--- src/rtl/core/imuca_pkg.sv ---
// Shared types, constants and tables of the IMU attitude estimator.
package imuca_pkg;

  localparam int CORDIC_STEPS = 14;
  localparam int SUM_WIDTH    = 32;
  localparam int ANG_LIM      = 23040;
  localparam int ANG_TURN     = 46080;
  localparam int INV_GAIN     = 39797;
  localparam int WRAP_STEPS   = 5;
  localparam int CNT_W        = 5;
  localparam int CW           = 28;  // CORDIC x/y width
  localparam int ZW           = 26;  // CORDIC angle width, 2^-16 degree

  typedef enum logic [1:0] {
    CFG_CAL_LOG2 = 2'd0,
    CFG_ALPHA    = 2'd1,
    CFG_ONE_G    = 2'd2,
    CFG_GAIN     = 2'd3
  } cfg_idx_t;

  typedef enum logic [3:0] {
    S_IDLE, S_DISP, S_CALCHK, S_C1INIT, S_C1, S_MAG, S_C2INIT, S_C2,
    S_PANG, S_FMUL, S_FADD, S_YAW, S_WRAP, S_DONE
  } state_t;

  typedef struct packed {
    logic             load;
    logic             clr_sums;
    logic             cal_acc;
    logic             cal_fin;
    logic             corr;
    logic             c_init;
    logic             c_iter;
    logic             c_sel;
    logic             mag;
    logic             pang;
    logic             fmul;
    logic             fadd;
    logic             f_sel;
    logic             yaw_add;
    logic             wrap;
    logic             load_out;
    logic [CNT_W-1:0] cnt;
  } cmd_t;

  typedef struct packed {
    logic op;
    logic cal;
    logic cal_end;
    logic out_free;
  } status_t;

  // atan(2^-i) in 2^-16 degree
  function automatic logic signed [ZW-1:0] atan_val(input logic [CNT_W-1:0] i);
    logic signed [ZW-1:0] v;
    unique case (i)
      5'd0:  v = ZW'(2949120);
      5'd1:  v = ZW'(1740967);
      5'd2:  v = ZW'(919879);
      5'd3:  v = ZW'(466945);
      5'd4:  v = ZW'(234379);
      5'd5:  v = ZW'(117304);
      5'd6:  v = ZW'(58666);
      5'd7:  v = ZW'(29335);
      5'd8:  v = ZW'(14668);
      5'd9:  v = ZW'(7334);
      5'd10: v = ZW'(3667);
      5'd11: v = ZW'(1833);
      5'd12: v = ZW'(917);
      5'd13: v = ZW'(458);
      5'd14: v = ZW'(229);
      5'd15: v = ZW'(115);
      5'd16: v = ZW'(57);
      5'd17: v = ZW'(29);
      5'd18: v = ZW'(14);
      5'd19: v = ZW'(7);
      5'd20: v = ZW'(4);
      5'd21: v = ZW'(2);
      5'd22: v = ZW'(1);
      default: v = '0;
    endcase
    return v;
  endfunction

endpackage

--- src/rtl/core/imuca_ctrl.sv ---
// Sequencer of the attitude estimator: steps the datapath through one sample.
module imuca_ctrl (
  input  logic               clk,
  input  logic               rst_n,
  input  logic               in_valid,
  output logic               in_ready,
  input  imuca_pkg::status_t st,
  output imuca_pkg::cmd_t    cmd
);
  import imuca_pkg::*;

  state_t           state_r, state_nxt;
  logic [CNT_W-1:0] cnt_r, cnt_nxt;
  logic             fsel_r, fsel_nxt;

  // state, iteration counter and fuse axis select
  always_ff @(posedge clk) begin
    if (!rst_n) begin
      state_r <= S_IDLE;
      cnt_r   <= '0;
      fsel_r  <= 1'b0;
    end else begin
      state_r <= state_nxt;
      cnt_r   <= cnt_nxt;
      fsel_r  <= fsel_nxt;
    end
  end

  // next state and commands
  always_comb begin
    state_nxt = state_r;
    cnt_nxt   = cnt_r;
    fsel_nxt  = fsel_r;
    cmd       = '0;
    cmd.cnt   = cnt_r;
    cmd.f_sel = fsel_r;
    in_ready  = 1'b0;
    unique case (state_r)
      S_IDLE: begin
        in_ready = 1'b1;
        if (in_valid) begin
          cmd.load  = 1'b1;
          state_nxt = S_DISP;
        end
      end
      S_DISP: begin
        priority if (st.op) begin
          cmd.clr_sums = 1'b1;
          state_nxt    = S_IDLE;
        end else if (st.cal) begin
          cmd.cal_acc = 1'b1;
          state_nxt   = S_CALCHK;
        end else begin
          cmd.corr  = 1'b1;
          state_nxt = S_C1INIT;
        end
      end
      S_CALCHK: begin
        cmd.cal_fin = st.cal_end;
        state_nxt   = S_IDLE;
      end
      S_C1INIT, S_C2INIT: begin
        cmd.c_init = 1'b1;
        cmd.c_sel  = (state_r == S_C2INIT);
        cnt_nxt    = '0;
        state_nxt  = (state_r == S_C2INIT) ? S_C2 : S_C1;
      end
      S_C1, S_C2: begin
        cmd.c_iter = 1'b1;
        if (cnt_r == CNT_W'(CORDIC_STEPS - 1)) begin
          state_nxt = (state_r == S_C2) ? S_PANG : S_MAG;
        end else begin
          cnt_nxt = cnt_r + 1'b1;
        end
      end
      S_MAG: begin
        cmd.mag   = 1'b1;
        state_nxt = S_C2INIT;
      end
      S_PANG: begin
        cmd.pang  = 1'b1;
        fsel_nxt  = 1'b0;
        state_nxt = S_FMUL;
      end
      S_FMUL: begin
        cmd.fmul  = 1'b1;
        state_nxt = S_FADD;
      end
      S_FADD: begin
        cmd.fadd = 1'b1;
        if (fsel_r) begin
          state_nxt = S_YAW;
        end else begin
          fsel_nxt  = 1'b1;
          state_nxt = S_FMUL;
        end
      end
      S_YAW: begin
        cmd.yaw_add = 1'b1;
        cnt_nxt     = CNT_W'(WRAP_STEPS - 1);
        state_nxt   = S_WRAP;
      end
      S_WRAP: begin
        cmd.wrap = 1'b1;
        if (cnt_r == '0) begin
          state_nxt = S_DONE;
        end else begin
          cnt_nxt = cnt_r - 1'b1;
        end
      end
      S_DONE: begin
        if (st.out_free) begin
          cmd.load_out = 1'b1;
          state_nxt    = S_IDLE;
        end
      end
      default: state_nxt = S_IDLE;
    endcase
  end

endmodule

--- config.mk ---
export PLATFORM = sky130hd
export DESIGN_NAME = imuca_ctrl
export DESIGN_NICKNAME = d
export VERILOG_FILES = /design/src/rtl/core/imuca_pkg.sv /design/src/rtl/core/imuca_ctrl.sv
export SDC_FILE = /design/constraint.sdc
export NUM_CORES = 1
export LEC_CHECK = 0
export BUFFER_PORTS_ARGS = -buffer_cell sky130_fd_sc_hd__buf_2
export CAP_MARGIN = 20
export CORE_MARGIN = 8
export CORE_UTILIZATION = 45
export CTS_CLUSTER_SIZE = 8
export DETAILED_ROUTE_END_ITERATION = 16
export PLACE_DENSITY_LB_ADDON = 0.2
export REMOVE_ABC_BUFFERS = 1
export SLEW_MARGIN = 20
export SYNTH_ARGS = -nofsm -noshare
export SYNTH_HDL_FRONTEND = slang
export SYNTH_SLANG_ARGS = --single-unit
--- constraint.sdc ---
create_clock -name clk -period 3.1 [get_ports clk]
set_clock_uncertainty 0.15 [all_clocks]
set_input_delay 0.465 -clock clk [delete_from_list [all_inputs] [get_ports clk]]
set_output_delay 0.465 -clock clk [all_outputs]
set_load 0.01 [all_outputs]
==> results.py <==
metrics = {
    "route": {
        "vias_per_cell": 5.697,
        "vias": 1054,
        "dr.pass1.iters": 4,
        "ant_nets": 0,
        "drt-initial-drc-count": 65,
        "drt_wl_total_um": 2660,
        "wl_per_cell_um": 14.38,
        "drcViolationCount": 0,
    },
    "setup_path": {
        "crit_fanout": 7,
        "cp_slowest_stage_delay_ns": 0.41,
        "critPathRequiredTime_ns": 3.12,
        "worstSetupPathType": "flop to flop",
        "cp-start-kind": "flop",
        "crit_end": "cnt_r[2]",
        "cp.arrival_ns": 2.31,
        "endpoint_kind": "flop",
        "crit_chain": "nand4bb_1 > xnor2_1 > ha_1 > nor2_1 > o32ai_1 > mux2_2 > o2111ai_1 > o21ai_0",
        "rrSetupSlack_ns": 0.81,
        "r2r_end": "cnt_r[2]",
        "slowest_stage": "nand4bb_1",
        "r2r-start": "state_r[1]",
        "crit_start": "state_r[1]",
        "r2r_cells": 8,
    },
    "timing": {
        "max_freq_mhz": 436.8,
        "worst_pin_slew_ns": 0.4749,
        "finalSetupViolCount": 0,
        "rsz0062_at_grt": "false",
        "period_minus_slack_ns": 2.289,
        "fin_setup_tns_ns": 0,
        "finalCritPeriodShare_pct": 73.84,
        "hold_viol_final": 0,
        "relSlewSlack_pct": 68.29,
        "finalMaxSlewViolations": 0,
    },
    "global_route": {
        "antenna_found_initial": 0,
        "grt_pass1_wl_um": 4671,
        "grt-ovfl-total": 0,
        "grt_pass1_vias": 1057,
        "grt_max_degree": 19,
        "grt.total_usage_pct": 13.90,
    },
    "clock_tree": {
        "clkSlewWorstSetupHoldPaths_ns": 0.08,
        "root_buffer": "clkbuf_4",
        "cts-resized-gates": 0,
        "cts_tree": "yes",
        "clock_path_buffers": 2,
        "ctsHtreeMaxLevel": 1,
        "hold_buffers": 0,
        "cts_buffers": 3,
        "cts.sinks": 10,
        "clock_latency_ns": 0.28,
        "post-cts-setup-buffer-count": 0,
    },
    "final_layout": {
        "n_antenna_cell": 0,
        "drive_gt1_share_pct": 26.75,
        "area.growth.synth_to_final_pct": 17.29,
        "finalNonFillerCells": 185,
        "nets": 167,
    },
    "die": {
        "core_mm2": 0.002127,
        "die_y_um": 62.42,
        "ios": 29,
        "dieArea_mm2": 0.003896,
        "core.rowCount": 17,
        "initial_core_util_pct": 45.59,
        "die_w_um": 62.42,
    },
    "synth": {
        "synth_cells": 135,
        "ys_warn_count": 0,
        "synth_edf_count": 0,
        "synth_area_um2": 969.7,
        "ys_seq_area_share_pct": 20.65,
        "synth_area_leaders": "dfxtp_1, nor2_1, nand2_1",
        "yosys.area.top_type": "dfxtp_1",
        "postSynthAreaPerCell_um2": 7.183,
        "synth_flop_cell": "dfxtp_1",
        "synth_most_common_cell": "nor2_1",
        "ys_ff_latch": 10,
        "synthArstFlopShare_pct": 0,
        "synth_cell_types": 50,
        "ys_top_cells_by_count": "nor2_1, nand2_1, dfxtp_1, a21oi_1, clkbuf_1",
        "synth_top_area_share_pct": 20.65,
    },
    "hold_path": {
        "whs_path_depth": 4,
        "hold_path.class": "primary input to flop",
    },
    "flow_run": {
        "max_cap_viol_count": 0,
    },
    "placed_design": {
        "dp.cells": 181,
        "port_buffers": 28,
        "dp_hpwl_um": 2022,
        "gp_congestion": 0.8706,
    },
    "power": {
        "p_leak_nw": 0.5248,
        "vdd_drop_max_mv": 0.2324,
        "power_density_mw_per_mm2": 316.7,
    },
    "run_status": {
        "status": "finished clean",
    },
}
[power breakdown]
| part | internal (mW) | switching [mW] | total (mW) |
|---|---|---|---|
| Clock | 0.0714 | 0.0517 | 0.123 |
| Sequential | 0.132 | 0.00229 | 0.135 |
| Combinational | 0.0397 | 0.0628 | 0.102 |
[worst max-delay path: cells and delay by family (launching register included)]
family	cells	cell delay (ns)
simple gates	2	0.59
compound gates	3	0.38
mux	1	0.28
fa+ha+maj	1	0.25
xor+xnor	1	0.24
flops	1	0.31
[registers in the layout (all words and copies together) (netlist names)]
name	cells
cnt_r	5
state_r	4
fsel_r	1
[layout by cell type (no fill, tap or decap), drive strengths merged, types with 2 or more instances in the layout]
cell	n
a21oi	9
a31oi	2
and2	2
and3	2
buf	32
clkbuf	4
dfxtp	10
ha	2
inv	4
nand2	14
nand2b	3
nand3	2
nand3b	2
nor2	18
nor2b	5
nor3	4
nor4	2
o211a	2
o211ai	5
o21a	2
o21ai	4
o32ai	2
xnor2	2
[per-layer routing]
metal  track usage [%]  wire [µm]
met1             15.75       1195
met2             23.29       1294
met3             4.659        134
met4             5.698         35
met5                 0          0
[cell type report]
type	count	area (µm²)
Multi-Input combinational cell	107	680.7
Fill cell	214	989.7
Sequential cell	10	200.2
Clock buffer	4	36.28
Timing Repair Buffer	32	170.2
Tap cell	28	35.03
Inverter	4	15.01
[how the worst min path moves through the flow]
stage	startpoint	end	slack (ns)
floorplan	cnt_r[0]	cnt_r[0]	0.39
global placement	cnt_r[0]	cnt_r[0]	0.40
detailed placement	cnt_r[0]	cnt_r[0]	0.40
CTS	st[0]	state_r[3]	0.36
global route	st[0]	state_r[3]	0.39
finish	st[0]	state_r[3]	0.37
[per-stage QoR]
| stage | util [%] | total power [mW] | hold WS (ns) | setup WS [ns] | cell area, µm² |
|---|---|---|---|---|---|
| 5_1_grt | 53.47 | 0.3853 | 0.3879 | 0.6137 | 1137 |
| 4_1_cts | 53.47 | 0.3635 | 0.3625 | 0.8363 | 1137 |
| 3_5_place_dp | 51.76 | 0.2398 | 0.4043 | 0.8535 | 1101 |
| 2_1_floorplan | - | 0.2047 | 0.3897 | 0.7449 | 895.9 |
| 3_3_place_gp | 51.76 | 0.2395 | 0.4028 | 0.9281 | 1101 |
| 6_report | 53.47 | 0.3602 | 0.3654 | 0.8109 | 1137 |
[cells by family (layout without fill, tap and decap cells)]
family | count (synthesis) | in the layout | synth area share [%]
AO/OA/AOI/OAI | 38 | 38 | 29.81
XOR/XNOR | 3 | 3 | 2.710
adder cells (fa/ha/maj) | 2 | 2 | 2.580
buffers and inverters | 18 | 40 | 9.161
flip-flops | 10 | 10 | 20.64
multiplexers | 2 | 2 | 2.194
AND/OR/NAND/NOR | 62 | 62 | 32.90
Power figures use the tool's default switching activity.
